===== src/hw/rtl/t0_apdu_byte_splitter_top_assert.svh =====
// Assertion macros for the T=0 APDU byte splitter.
`ifndef T0_APDU_BYTE_SPLITTER_TOP_ASSERT_SVH
`define T0_APDU_BYTE_SPLITTER_TOP_ASSERT_SVH

// Same-cycle implication, disabled while reset is active.
`define T0A_ASSERT_NOW(label, ante, cons, msg) \
	label: assert property (@(posedge clk) disable iff (!arst_n) (ante) |-> (cons)) \
		else $error(msg);

// Next-cycle implication, disabled while reset is active.
`define T0A_ASSERT_NEXT(label, ante, cons, msg) \
	label: assert property (@(posedge clk) disable iff (!arst_n) (ante) |=> (cons)) \
		else $error(msg);

`endif


===== src/hw/rtl/t0apdu_pkg.sv =====
// Shared constants for the T=0 APDU byte splitter.
package t0apdu_pkg;

	localparam int BYTE_W  = 8;
	localparam int COUNT_W = 9;

	localparam logic [BYTE_W-1:0]  NULL_PROC_BYTE = 8'h60;
	localparam logic [COUNT_W-1:0] DATA_LEN_MAX   = 9'd256;

	localparam logic KIND_DATA = 1'b0;
	localparam logic KIND_DONE = 1'b1;

endpackage


===== src/hw/rtl/t0_apdu_byte_splitter_top.sv =====
// T=0 APDU byte splitter: header capture, procedure bytes, data and status output.
// An accepted line byte waits in the input register; any result it makes is then registered.
// Throughput: one line byte per cycle while the result channel is not stalled, set by the byte
// state machine between the input register and the result register.
// Reset (arst_n low, asynchronous): phase returns to expecting CLA, counts and
// header bytes clear to zero, both pipeline valids drop.
`include "t0_apdu_byte_splitter_top_assert.svh"

module t0_apdu_byte_splitter_top (
	input  logic                             clk,
	input  logic                             arst_n,
	// line byte channel
	input  logic                             line_valid,
	output logic                             line_ready,
	input  logic [t0apdu_pkg::BYTE_W-1:0]    line_byte,
	// result channel
	output logic                             res_valid,
	input  logic                             res_ready,
	output logic                             kind,
	output logic [t0apdu_pkg::BYTE_W-1:0]    data_byte,
	output logic [t0apdu_pkg::BYTE_W-1:0]    data_index,
	output logic [t0apdu_pkg::BYTE_W-1:0]    class_byte,
	output logic [t0apdu_pkg::BYTE_W-1:0]    instr_byte,
	output logic [t0apdu_pkg::BYTE_W-1:0]    param_one,
	output logic [t0apdu_pkg::BYTE_W-1:0]    param_two,
	output logic [t0apdu_pkg::BYTE_W-1:0]    status_one,
	output logic [t0apdu_pkg::BYTE_W-1:0]    status_two,
	output logic [t0apdu_pkg::COUNT_W-1:0]   data_count
);
	import t0apdu_pkg::*;

	// Byte state machine phases
	typedef enum logic [3:0] {
		PH_CLASS    = 4'd0,
		PH_INSTR    = 4'd1,
		PH_P1       = 4'd2,
		PH_P2       = 4'd3,
		PH_LEN      = 4'd4,
		PH_PROC     = 4'd5,
		PH_DATA_ALL = 4'd6,
		PH_DATA_ONE = 4'd7,
		PH_SW2      = 4'd8
	} phase_t;

	// Input register stage
	logic              valid_s1;
	logic [BYTE_W-1:0] byte_s1;

	// Block state
	phase_t             phase_q;
	logic [BYTE_W-1:0]  cla_q, ins_q, p1_q, p2_q, sw1_q;
	logic [COUNT_W-1:0] left_q, done_q;

	// Result register
	logic               res_valid_q;
	logic               kind_q;
	logic [BYTE_W-1:0]  data_q, index_q, cla_res_q, ins_res_q, p1_res_q, p2_res_q;
	logic [BYTE_W-1:0]  sw1_res_q, sw2_res_q;
	logic [COUNT_W-1:0] count_q;

	// Next-state and result values
	phase_t             phase_n;
	logic [BYTE_W-1:0]  cla_n, ins_n, p1_n, p2_n, sw1_n;
	logic [COUNT_W-1:0] left_n, done_n;
	logic               emit;
	logic               r_kind;
	logic [BYTE_W-1:0]  r_data, r_index, r_sw1, r_sw2;
	logic [COUNT_W-1:0] r_count;

	logic               advance;
	logic [BYTE_W-1:0]  ins_inc;
	logic               ack_all, ack_one;
	logic [COUNT_W-1:0] left_dec, done_inc;

	// The held byte moves through the state machine once the result slot is free
	// or being emptied in this cycle; the input register takes a fresh byte
	// whenever it is empty or being drained, so one byte can wait behind a
	// stalled result.
	assign advance    = valid_s1 && (!res_valid_q || res_ready);
	assign line_ready = !valid_s1 || advance;

	// Procedure byte decode; all complements are on 8 bits.
	assign ins_inc = ins_q + 8'd1;
	assign ack_all = (byte_s1 == ins_q) || (byte_s1 == ins_inc) || (byte_s1 == ~ins_inc);
	assign ack_one = (byte_s1 == ~ins_q);

	// Counter steps for one data byte: remaining saturates at zero, transferred
	// saturates at the maximum response length.
	assign left_dec = (left_q != '0) ? left_q - 9'd1 : left_q;
	assign done_inc = (done_q < DATA_LEN_MAX) ? done_q + 9'd1 : done_q;

	always_comb begin
		phase_n = phase_q;
		cla_n   = cla_q;
		ins_n   = ins_q;
		p1_n    = p1_q;
		p2_n    = p2_q;
		sw1_n   = sw1_q;
		left_n  = left_q;
		done_n  = done_q;
		emit    = 1'b0;
		r_kind  = KIND_DATA;
		r_data  = '0;
		r_index = '0;
		r_sw1   = '0;
		r_sw2   = '0;
		r_count = '0;
		case (phase_q)
			PH_INSTR: begin
				ins_n   = byte_s1;
				phase_n = PH_P1;
			end
			PH_P1: begin
				p1_n    = byte_s1;
				phase_n = PH_P2;
			end
			PH_P2: begin
				p2_n    = byte_s1;
				phase_n = PH_LEN;
			end
			PH_LEN: begin
				// A length of zero stands for the maximum response length
				left_n  = (byte_s1 == '0) ? DATA_LEN_MAX : {1'b0, byte_s1};
				done_n  = '0;
				phase_n = PH_PROC;
			end
			PH_PROC: begin
				if (byte_s1 == NULL_PROC_BYTE) begin
					phase_n = PH_PROC;
				end else if (ack_all) begin
					// drop an acknowledge that arrives with nothing left to move
					if (left_q != '0) phase_n = PH_DATA_ALL;
				end else if (ack_one) begin
					if (left_q != '0) phase_n = PH_DATA_ONE;
				end else begin
					sw1_n   = byte_s1;
					phase_n = PH_SW2;
				end
			end
			PH_DATA_ALL, PH_DATA_ONE: begin
				emit    = 1'b1;
				r_data  = byte_s1;
				r_index = done_q[BYTE_W-1:0];
				r_count = done_inc;
				left_n  = left_dec;
				done_n  = done_inc;
				if (phase_q == PH_DATA_ONE || left_dec == '0) phase_n = PH_PROC;
			end
			PH_SW2: begin
				emit    = 1'b1;
				r_kind  = KIND_DONE;
				r_sw1   = sw1_q;
				r_sw2   = byte_s1;
				r_count = done_q;
				left_n  = '0;
				done_n  = '0;
				phase_n = PH_CLASS;
			end
			default: begin
				// expecting CLA, and any unused phase code behaves the same
				cla_n   = byte_s1;
				phase_n = PH_INSTR;
			end
		endcase
	end

	// Input register: hold the byte until the state machine takes it
	always_ff @(posedge clk or negedge arst_n) begin
		if (!arst_n) begin
			valid_s1 <= 1'b0;
		end else if (line_valid && line_ready) begin
			valid_s1 <= 1'b1;
		end else if (advance) begin
			valid_s1 <= 1'b0;
		end
	end

	always_ff @(posedge clk) begin
		if (line_valid && line_ready) byte_s1 <= line_byte;
	end

	// Block state advances once per processed byte
	always_ff @(posedge clk or negedge arst_n) begin
		if (!arst_n) begin
			phase_q <= PH_CLASS;
			cla_q   <= '0;
			ins_q   <= '0;
			p1_q    <= '0;
			p2_q    <= '0;
			sw1_q   <= '0;
			left_q  <= '0;
			done_q  <= '0;
		end else if (advance) begin
			phase_q <= phase_n;
			cla_q   <= cla_n;
			ins_q   <= ins_n;
			p1_q    <= p1_n;
			p2_q    <= p2_n;
			sw1_q   <= sw1_n;
			left_q  <= left_n;
			done_q  <= done_n;
		end
	end

	// Result register: a processed byte either loads a new result or leaves the
	// slot empty; otherwise clear it once the transfer completes.
	always_ff @(posedge clk or negedge arst_n) begin
		if (!arst_n) begin
			res_valid_q <= 1'b0;
		end else if (advance) begin
			res_valid_q <= emit;
		end else if (res_ready) begin
			res_valid_q <= 1'b0;
		end
	end

	always_ff @(posedge clk) begin
		if (advance && emit) begin
			kind_q    <= r_kind;
			data_q    <= r_data;
			index_q   <= r_index;
			cla_res_q <= cla_q;
			ins_res_q <= ins_q;
			p1_res_q  <= p1_q;
			p2_res_q  <= p2_q;
			sw1_res_q <= r_sw1;
			sw2_res_q <= r_sw2;
			count_q   <= r_count;
		end
	end

	assign res_valid  = res_valid_q;
	assign kind       = kind_q;
	assign data_byte  = data_q;
	assign data_index = index_q;
	assign class_byte = cla_res_q;
	assign instr_byte = ins_res_q;
	assign param_one  = p1_res_q;
	assign param_two  = p2_res_q;
	assign status_one = sw1_res_q;
	assign status_two = sw2_res_q;
	assign data_count = count_q;

	// A stalled result with a byte already held must block the line side
	`T0A_ASSERT_NOW(a_stall_blocks_line, res_valid && !res_ready && valid_s1, !line_ready, "line accepted a byte with no room")
	// A data result always counts its own byte
	`T0A_ASSERT_NOW(a_data_count_nonzero, res_valid && kind == KIND_DATA, data_count != '0, "data result with zero count")
	// Transferred count never passes the maximum response length
	`T0A_ASSERT_NOW(a_count_bound, 1'b1, done_q <= DATA_LEN_MAX, "transfer count overflow")
	// Completion returns the state machine to expecting CLA with counts cleared
	`T0A_ASSERT_NEXT(a_done_clears, advance && phase_q == PH_SW2, phase_q == PH_CLASS && done_q == '0 && left_q == '0, "completion did not clear state")

endmodule


===== config.mk =====
export PLATFORM = sky130hd
export DESIGN_NAME = t0_apdu_byte_splitter_top
export DESIGN_NICKNAME = d
export VERILOG_FILES = /design/src/hw/rtl/t0apdu_pkg.sv /design/src/hw/rtl/t0_apdu_byte_splitter_top.sv
export VERILOG_INCLUDE_DIRS = /design/src /design/src/hw/rtl
export SDC_FILE = /design/constraint.sdc
export NUM_CORES = 1
export LEC_CHECK = 0
export BUFFER_PORTS_ARGS = -buffer_cell sky130_fd_sc_hd__buf_2
export CAP_MARGIN = 10
export CORE_AREA = 5 5 142 144
export CTS_CLUSTER_DIAMETER = 120
export DETAILED_ROUTE_END_ITERATION = 8
export DIE_AREA = 0 0 147 149
export PLACE_DENSITY = 0.58
export SLEW_MARGIN = 20
export SYNTH_ARGS = -nofsm -noshare
export SYNTH_HDL_FRONTEND = slang
export SYNTH_SLANG_ARGS = --single-unit

===== constraint.sdc =====
create_clock -name clk -period 6.7 [get_ports clk]
set_input_delay 0.335 -clock clk [delete_from_list [all_inputs] [get_ports clk]]
set_output_delay 0.335 -clock clk [all_outputs]
set_load 0.02 [all_outputs]

=== Word level (Yosys, flattened, before mapping) ===
Cells that the tools add are included.

* Add/subtract/negate cells: 3
* Order comparisons: 1
* Equal/unequal tests: 16
* Muxes and demuxes: 19
* Bitwise gates (word level): 6
* Reductions and logical operators: 29

{| class="wikitable"
|+ Operators by type and width
! kind !! number
|-
| $pmux W9 S2 || 2
|-
| $eq A8 B8 Y1 || 4
|-
| $pmux W4 S7 || 1
|-
| $mux W9 || 3
|-
| $pmux W9 S3 || 1
|-
| $mux W4 || 6
|-
| $eq A4 B3 Y1 const B || 4
|-
| $not A8 Y8 || 2
|-
| $reduce_and A2 Y1 || 6
|-
| $add A9 B1 Y9 const B || 1
|-
| $logic_not A9 Y1 || 1
|-
| $lt A9 B9 Y1 const B || 1
|-
| $reduce_bool A9 Y1 || 1
|-
| $sub A9 B1 Y9 const B || 1
|-
| $add A8 B1 Y8 const B || 1
|-
| $eq A4 B2 Y1 const B || 2
|-
| $eq A8 B7 Y1 const B || 1
|-
| $logic_not A8 Y1 || 1
|-
| $ne A4 B4 Y1 const B || 2
|-
| $reduce_or A8 Y1 || 1
|-
| $mux W1 || 6
|-
| $reduce_bool A2 Y1 || 3
|-
| $logic_or A1 B1 Y1 || 5
|-
| $reduce_and A5 Y1 || 1
|-
| other kinds (10) || 17
|}

* Bits in registers: 146
* Input bits: 12
* Output and inout bits: 76
* Logic and storage cells: 95

=== Longest topological paths before layout ===
Gate-level depths: netlist of the first run.

* Word-level depth: 7
* Mapped depth: 10
* Depth with buffers taken out: 9

=== Worst setup path before layout of the first run ===
No wires, ideal clock.

* Path kind: register to register
* Start: reg phase_q[2]
* End: reg cla_res_q[0], in the netlist class_byte[0] (enable)
* Library setup time: 0.507 ns
* Arrival: 4.582 ns
* Data required time: 6.193 ns
* Slack: 1.611 ns
* Stages on the path, launching flop included: 8
* Path buffers: 3
* Clock period less this slack: 5.089 ns
* Path through: dfrtp_1 clkbuf_1 nor2b_1 clkbuf_1 and2_1 clkbuf_1 nor2_1 nor2_1

* Word-level cells in the longest chain between the ends: 4
* Elaborated cells between the ends (all ways): 6
* Those cells by class: 3 x eq/ne; 1 x mux; 2 x reduce/logical

{| class="wikitable"
|+ Ends and longest elaborated chain
! element !! RTL line !! text
|-
| start, declared || t0_apdu_byte_splitter_top.sv:50 || <nowiki>phase_t phase_q;</nowiki>
|-
| start signal, assigned || t0_apdu_byte_splitter_top.sv:194 || <nowiki>phase_q <= phase_n;</nowiki>
|-
| $eq A4 B3 Y1 / $eq A4 B4 Y1 (equally long branches) || t0_apdu_byte_splitter_top.sv:108 || <nowiki>case (phase_q)</nowiki>
|-
| $reduce_or A3 Y1 (no source line) (*) || n/a ||
|-
| $mux W1 (*) || t0_apdu_byte_splitter_top.sv:108 ||
|-
| $logic_and A1 B1 Y1 (*) || t0_apdu_byte_splitter_top.sv:218 || <nowiki>if (advance && emit) begin</nowiki>
|-
| end signal, assigned || t0_apdu_byte_splitter_top.sv:222 || <nowiki>cla_res_q <= cla_q;</nowiki>
|-
| end, declared || t0_apdu_byte_splitter_top.sv:57 || <nowiki>logic [BYTE_W-1:0] data_q, index_q, cla_res_q, ins_res_q, p1_res_q, p2_res_q;</nowiki>
|}

Mark *: on every way between the ends. The rest lies on a longest branch, timed or not.
A chain may end at the register's enable or synchronous reset.

=== Worst setup path after layout of the first run ===
* Start: reg phase_q[3]
* End: reg count_q[7], in the netlist data_count[7] (enable)

* Word-level cells in the longest chain between the ends: 4
* Elaborated cells between the ends (all ways): 6
* Those cells by class: 3 x eq/ne; 1 x mux; 2 x reduce/logical

{| class="wikitable"
|+ Ends and longest elaborated chain
! element !! RTL line !! text
|-
| $eq A4 B3 Y1 / $eq A4 B4 Y1 (equally long branches) || t0_apdu_byte_splitter_top.sv:108 ||
|-
| $reduce_or A3 Y1 (no source line) (*) || n/a ||
|-
| $mux W1 (*) || t0_apdu_byte_splitter_top.sv:108 ||
|-
| $logic_and A1 B1 Y1 (*) || t0_apdu_byte_splitter_top.sv:218 ||
|-
| end signal, assigned || t0_apdu_byte_splitter_top.sv:228 || <nowiki>count_q <= r_count;</nowiki>
|-
| end, declared || t0_apdu_byte_splitter_top.sv:59 || <nowiki>logic [COUNT_W-1:0] count_q;</nowiki>
|}

Marked as above.

==> results of run 1 <==
-- routing by layer --
layer | up-vias | wire (um)
li1 | 2037 | -
met5 | - | 0
met4 | 0 | 323
met2 | 132 | 6710
met1 | 2112 | 6550
met3 | 29 | 835
-- path summary, 6_finish.rpt --
kind	startpoint	to	slack [ps]	depth (start not counted)
max reg2reg	phase_q[3]	data_count[7]	2950	5
min	line_byte[3]	byte_s1[3]	80	1
max in group asynchronous	arst_n	ins_q[4]	6040	2
max	phase_q[3]	data_count[7]	2950	5
min reg2reg	p1_q[4]	param_one[4]	450	0
min in group asynchronous	arst_n	done_q[6]	100	2
-- kinds of logic (layout without fill, tap and decap cells) --
kind of cell | Yosys count | after routing
AO/OA/AOI/OAI | 102 | 102
XOR/XNOR | 15 | 15
adder cells (fa/ha/maj) | 4 | 4
buffers and inverters | 43 | 134
flip-flops | 146 | 146
multiplexers | 39 | 39
AND/OR/NAND/NOR | 160 | 160
-- where the power goes --
part	switching (mW)	internal (mW)
sequential	0.216	1.21
combinational	0.483	0.364
clock	0.383	0.527
-- final cells by class --
| cell class | instances | area, um^2 | area share |
|---|---|---|---|
| clock inverter | 13 | 125 | 0.0165 |
| tap | 234 | 293 | 0.0385 |
| sequential | 146 | 4060 | 0.535 |
| timing repair buffer | 90 | 458 | 0.0603 |
| clock buffer | 19 | 443 | 0.0583 |
| multi-input combinational | 320 | 2170 | 0.285 |
| inverter | 12 | 45.0 | 0.00593 |
-- worst register-to-register path, delay by kind of cell, from the launching register on --
family | cells | cell delay [ps]
buffers and inverters | 1 | 670
DFF | 1 | 600
and+or+nand+nor | 4 | 2060
-- cells in the mapped netlist, types with 4 or more instances --
cell / instances / area share
nor4_1: 4 / 0.0039
clkbuf_1: 18 / 0.010
o21ai_0: 36 / 0.028
xnor2_1: 5 / 0.0068
a21oi_1: 19 / 0.015
nand2b_1: 5 / 0.0049
nand2_1: 38 / 0.022
buf_6: 5 / 0.0087
dfrtp_1: 64 / 0.25
and3_1: 33 / 0.032
a31oi_1: 4 / 0.0039
edfxtp_1: 82 / 0.38
o21ai_1: 5 / 0.0039
and2_1: 7 / 0.0068
mux2_4: 8 / 0.019
xor2_1: 8 / 0.011
nand3_1: 10 / 0.0078
inv_1: 11 / 0.0064
mux2_2: 29 / 0.051
o31ai_1: 9 / 0.010
nor2b_1: 6 / 0.0058
nor3_1: 9 / 0.0070
nor2_1: 25 / 0.015
-- metrics by stage --
stage               instances  utilization  worst slack, ps  cell area [um^2]
finish                    834        0.409             2950              7600
global route              834        0.409             2640              7600
CTS                       834        0.409             2980              7600
detailed placement        802        0.378             3000              7030
floorplan                 509            -             1610              6450
global placement          802        0.378             3210              7030
==> results.ini, run 1 <==
[clocking]
holdBufCountCts = 0
cts_tree = yes
cts-resized-gates = 0
numCtsBuffers = 17
postCtsSetupBuffers = 0
cts-htree-levels = 4
clk-insertion-delay-late_ps = 420
clockBufferDepth = 2
clkSlewWorstSetupHoldPaths_ps = 60
cts.sinks = 146
clockRootBuffer = clkbuf_16

[sta]
min_period_over_period = 0.559
maxSlewViolCount = 0
fin_crit_ps = 3750
fmax_mhz = 267
fin_setup_tns_ps = 0
relSlewSlack = 0.387
worst_pin_slew_ps = 917
rsz0062_at_grt = no
setup_viol = 0
fin_hold_ws_ps = 83.0
clock_skew_ps = 8.69
final_hold_viol_count = 0

[placement]
hpwl_um = 9870
port_buffers = 87
gp_congestion = 0.843

[logic_synthesis]
synth_cell_type_count = 62
async_reset_ff_frac = 0.438
synthMuxAreaShare = 0.0724
syn_area_mm2 = 0.00645
synth_area_per_cell_um2 = 12.7
synth_compound_area_frac = 0.0996
ys_warn_count = 0
synth_edf_count = 82
synth_top_family_by_area = simple AND/OR/NAND/NOR gates
synth-simple-area-share = 0.133
synth_cells = 509
synth_fa_ha_area_frac = 0.00737
ys_ff_latch = 146
synthFlopType = edfxtp_1
synth_xor_area_frac = 0.0227
seq_area_frac_synth = 0.630
synth_fp_nets = 524

[worst_setup_path]
critPathTopFamily = simple AND/OR/NAND/NOR gates
arrival_ps = 3800
cp.required_ps = 6750
cp_cell_sequence = nor2b_1 -> and2_1 -> nor2_1 -> nor2_4 -> buf_4
critPathMaxStageDelay_ps = 810
cp_max_fo = 57
critPathCaptureType = register
slowest_stage = nor2b_1
critPathKind = reg2reg
startpoint_type = register
path_buf_inv = 1

[global_routing]
busiest_layer = met2
grt_max_degree = 65
track_usage = 0.136
grt-ovfl-total = 0
grt_pass1_vias = 4305
globalRouteMet3Util = 0.0419
grt_antenna_before_repair = 0
grt_use_met2 = 0.212
grt_pass1_wl_um = 23400
use_met1 = 0.179

[power]
power_density_mw_per_mm2 = 420
cellLeakagePower_nw = 3.12
p_total_mw = 3.19
ir_drop_mv = 0.174

[drt]
wirelength_um = 14400
drtPass1Iterations = 5
route.detailed.drc = 0
wl_per_cell_um = 17.3
drtIter0Drc = 387
viasPerCell = 5.17
ant_nets = 0
num_vias = 4310

[status]
outcome = complete, no violations

[hold_path]
min_path_type = in2reg

[floorplan]
rows = 50
core_mm2 = 0.0186
dieArea_mm2 = 0.0219
initial_core_util = 0.347
die_h_um = 149
pin_count = 88
chipWidth_um = 147

[final_layout]
diodes = 0
fill_cells = 1732
final_cell_mix = 87 x buf_2, 82 x edfxtp_1, 64 x dfrtp_1
area.growth.synth_to_final_pct = 17.8
nNetsFinal = 602
drive_gt1_frac = 0.283
final_common_cell = buf_2

[job]
cap_violations = 0

(Power assumes the default switching activity.)
==> run 2: changes to the inputs <==
clock period = 3.7 ns   (was 6.7 ns; I/O delays follow)
==> run 2 against run 1 <==
Die area unchanged; via count increased by 1.1%; combinational power is 91% higher; largest cell class unchanged; sequential power rose by 80%; clock skew down 1.7 ps; sequential share of layout area down 1.1 points; wire length is 4.2% higher; utilization grew 0.90 points.
==> results.ini, run 2 (same netlist as run 1, synthesis figures left out) <==
[clocking]
clk-insertion-delay-late_ps = 430  ; about the same
clockBufferDepth = 2  ; unchanged
clockRootBuffer = clkbuf_16
holdBufCountCts = 10  ; +10
cts.sinks = 146  ; unchanged
cts_tree = yes
cts-htree-levels = 4  ; unchanged
clkSlewWorstSetupHoldPaths_ps = 60  ; about the same
numCtsBuffers = 17  ; unchanged
cts-resized-gates = 0  ; unchanged
postCtsSetupBuffers = 0  ; unchanged

[drt]
drtIter0Drc = 268  ; -31%
ant_nets = 0  ; unchanged
wl_per_cell_um = 17.7  ; +2.3%
route.detailed.drc = 0  ; unchanged
viasPerCell = 5.13  ; -0.67%
num_vias = 4358  ; +1.1%
wirelength_um = 15000  ; +4.2%
drtPass1Iterations = 5  ; unchanged

[worst_setup_path]
arrival_ps = 3270  ; -530 ps
rr_worst_depth = 5  ; unchanged
r2r_setup_slack_ps = 530  ; -2430 ps
critPathKind = reg2reg
critPathCaptureType = register
cp_max_fo = 58  ; +1.8%
cp.required_ps = 3800  ; -2950 ps
startpoint_type = register

[final_layout]
diodes = 0  ; unchanged
final_cell_mix = 87 x buf_2, 82 x edfxtp_1, 64 x dfrtp_1
fin_cells = 849  ; +1.8%
drive_gt1_frac = 0.286  ; +0.00285
area.growth.synth_to_final_pct = 20.4
final_common_cell = buf_2
nNetsFinal = 617  ; +2.5%

[hold_path]
hold_path_depth = 3  ; +2
min_path_type = in2reg

[sta]
fin_setup_tns_ps = 0  ; unchanged
relSlewSlack = 0.290  ; -0.0977
rsz0062_at_grt = no
worst_slack_ps = 526  ; -2430 ps
final_hold_viol_count = 0  ; unchanged
worst_pin_slew_ps = 1060  ; +146 ps
fmax_mhz = 315  ; +18%
fin_crit_ps = 3170  ; -573 ps
maxSlewViolCount = 0  ; unchanged
setup_viol = 0  ; unchanged
min_period_over_period = 0.858  ; +0.299
fin_hold_ws_ps = 81.1  ; -1.93 ps
clock_skew_ps = 6.97  ; -1.72 ps

[power]
share_comb_of_total_power = 0.274  ; +0.008
power_density_mw_per_mm2 = 759  ; +81%
ir_drop_mv = 0.410  ; +140%
power_frac_seq = 0.438  ; -0.011
sw_frac_of_total = 0.339  ; -0.000740
p_clk_frac = 0.288  ; +0.003
p_sw_mw = 2.00  ; +85%
internal-power_mw = 3.90  ; +85%
cellLeakagePower_nw = 3.20  ; +2.6%

[job]
cap_violations = 0  ; unchanged

[global_routing]
grt_pass1_wl_um = 24300  ; +3.6%
track_usage = 0.141  ; +0.00438
grt_max_degree = 59  ; -9.2%
grt_pass1_vias = 4398  ; +2.2%
grt-ovfl-total = 0  ; unchanged
grt_antenna_before_repair = 0  ; unchanged

[placement]
hpwl_um = 10300  ; +4.1%
dp.cells = 807  ; +0.62%
port_buffers = 87  ; unchanged
post-place-ws_ps = 543  ; -2460 ps
gp_congestion = 0.858  ; +1.7%

[floorplan]
rows = 50  ; unchanged
die_h_um = 149  ; unchanged
chipWidth_um = 147  ; unchanged
initial_core_util = 0.347  ; unchanged
dieArea_mm2 = 0.0219  ; unchanged
core_mm2 = 0.0186  ; unchanged
pin_count = 88  ; unchanged

[status]
outcome = complete, no violations

## run 2: cell types whose count changed in the layout (fill, tap and decap cells not counted), moves of 2 or more
cell / change
buf_4: +4
clkbuf_1: +2
clkinv_1: -2
dlygate4sd3_1: +10
inv_4: +2
inv_6: -2
## run 2: power groups by stage
stage,clock network [mW],registers (mW),logic (mW)
CTS,1.72,2.58,1.62
finish,1.70,2.58,1.62
detailed placement,0,2.61,1.60
global route,1.80,2.64,1.78
floorplan,0,2.53,1.22
global placement,0,2.58,1.55
## run 2: final timing paths
path                                 start             to
worst max register to register  phase_q[3]  class_byte[2]
worst min register to register    cla_q[7]  class_byte[7]
worst max-delay path            phase_q[3]  class_byte[2]
max in group asynchronous           arst_n        p2_q[1]
worst min-delay path             res_ready       valid_s1
min in group asynchronous           arst_n       sw1_q[1]
## run 2: final cells by class
cell class                      count  area, um^2
Clock buffer                       21         450
Clock inverter                     11         129
Fill cell                        1726       10800
Inverter                           12        45.0
Multi-Input combinational cell    320        2170
Sequential cell                   146        4060
Tap cell                          234         293
Timing Repair Buffer              105         608
## run 2: layer usage
metal,GRT usage,vias to the layer above,part of all wire
met5,0,-,0
met4,0.0499,0,0.017
met3,0.0343,23,0.052
met2,0.230,132,0.48
met1,0.184,2132,0.46
li1,-,2071,-
## run 2: stage by stage
step | utilization | area (um^2) | power [mW]
finish | 0.418 | 7760 | 5.90
global route | 0.418 | 7760 | 6.21
CTS | 0.418 | 7760 | 5.93
detailed placement | 0.381 | 7080 | 4.21
global placement | 0.381 | 7080 | 4.13
floorplan | - | 6450 | 3.75
## run 2: critical path, stage by stage, from the launching register on
cell and delay, ps:
dfrtp_1 610, nor2b_1 920, and2_1 500, nor2_1 290, nor2_4 180, buf_12 280
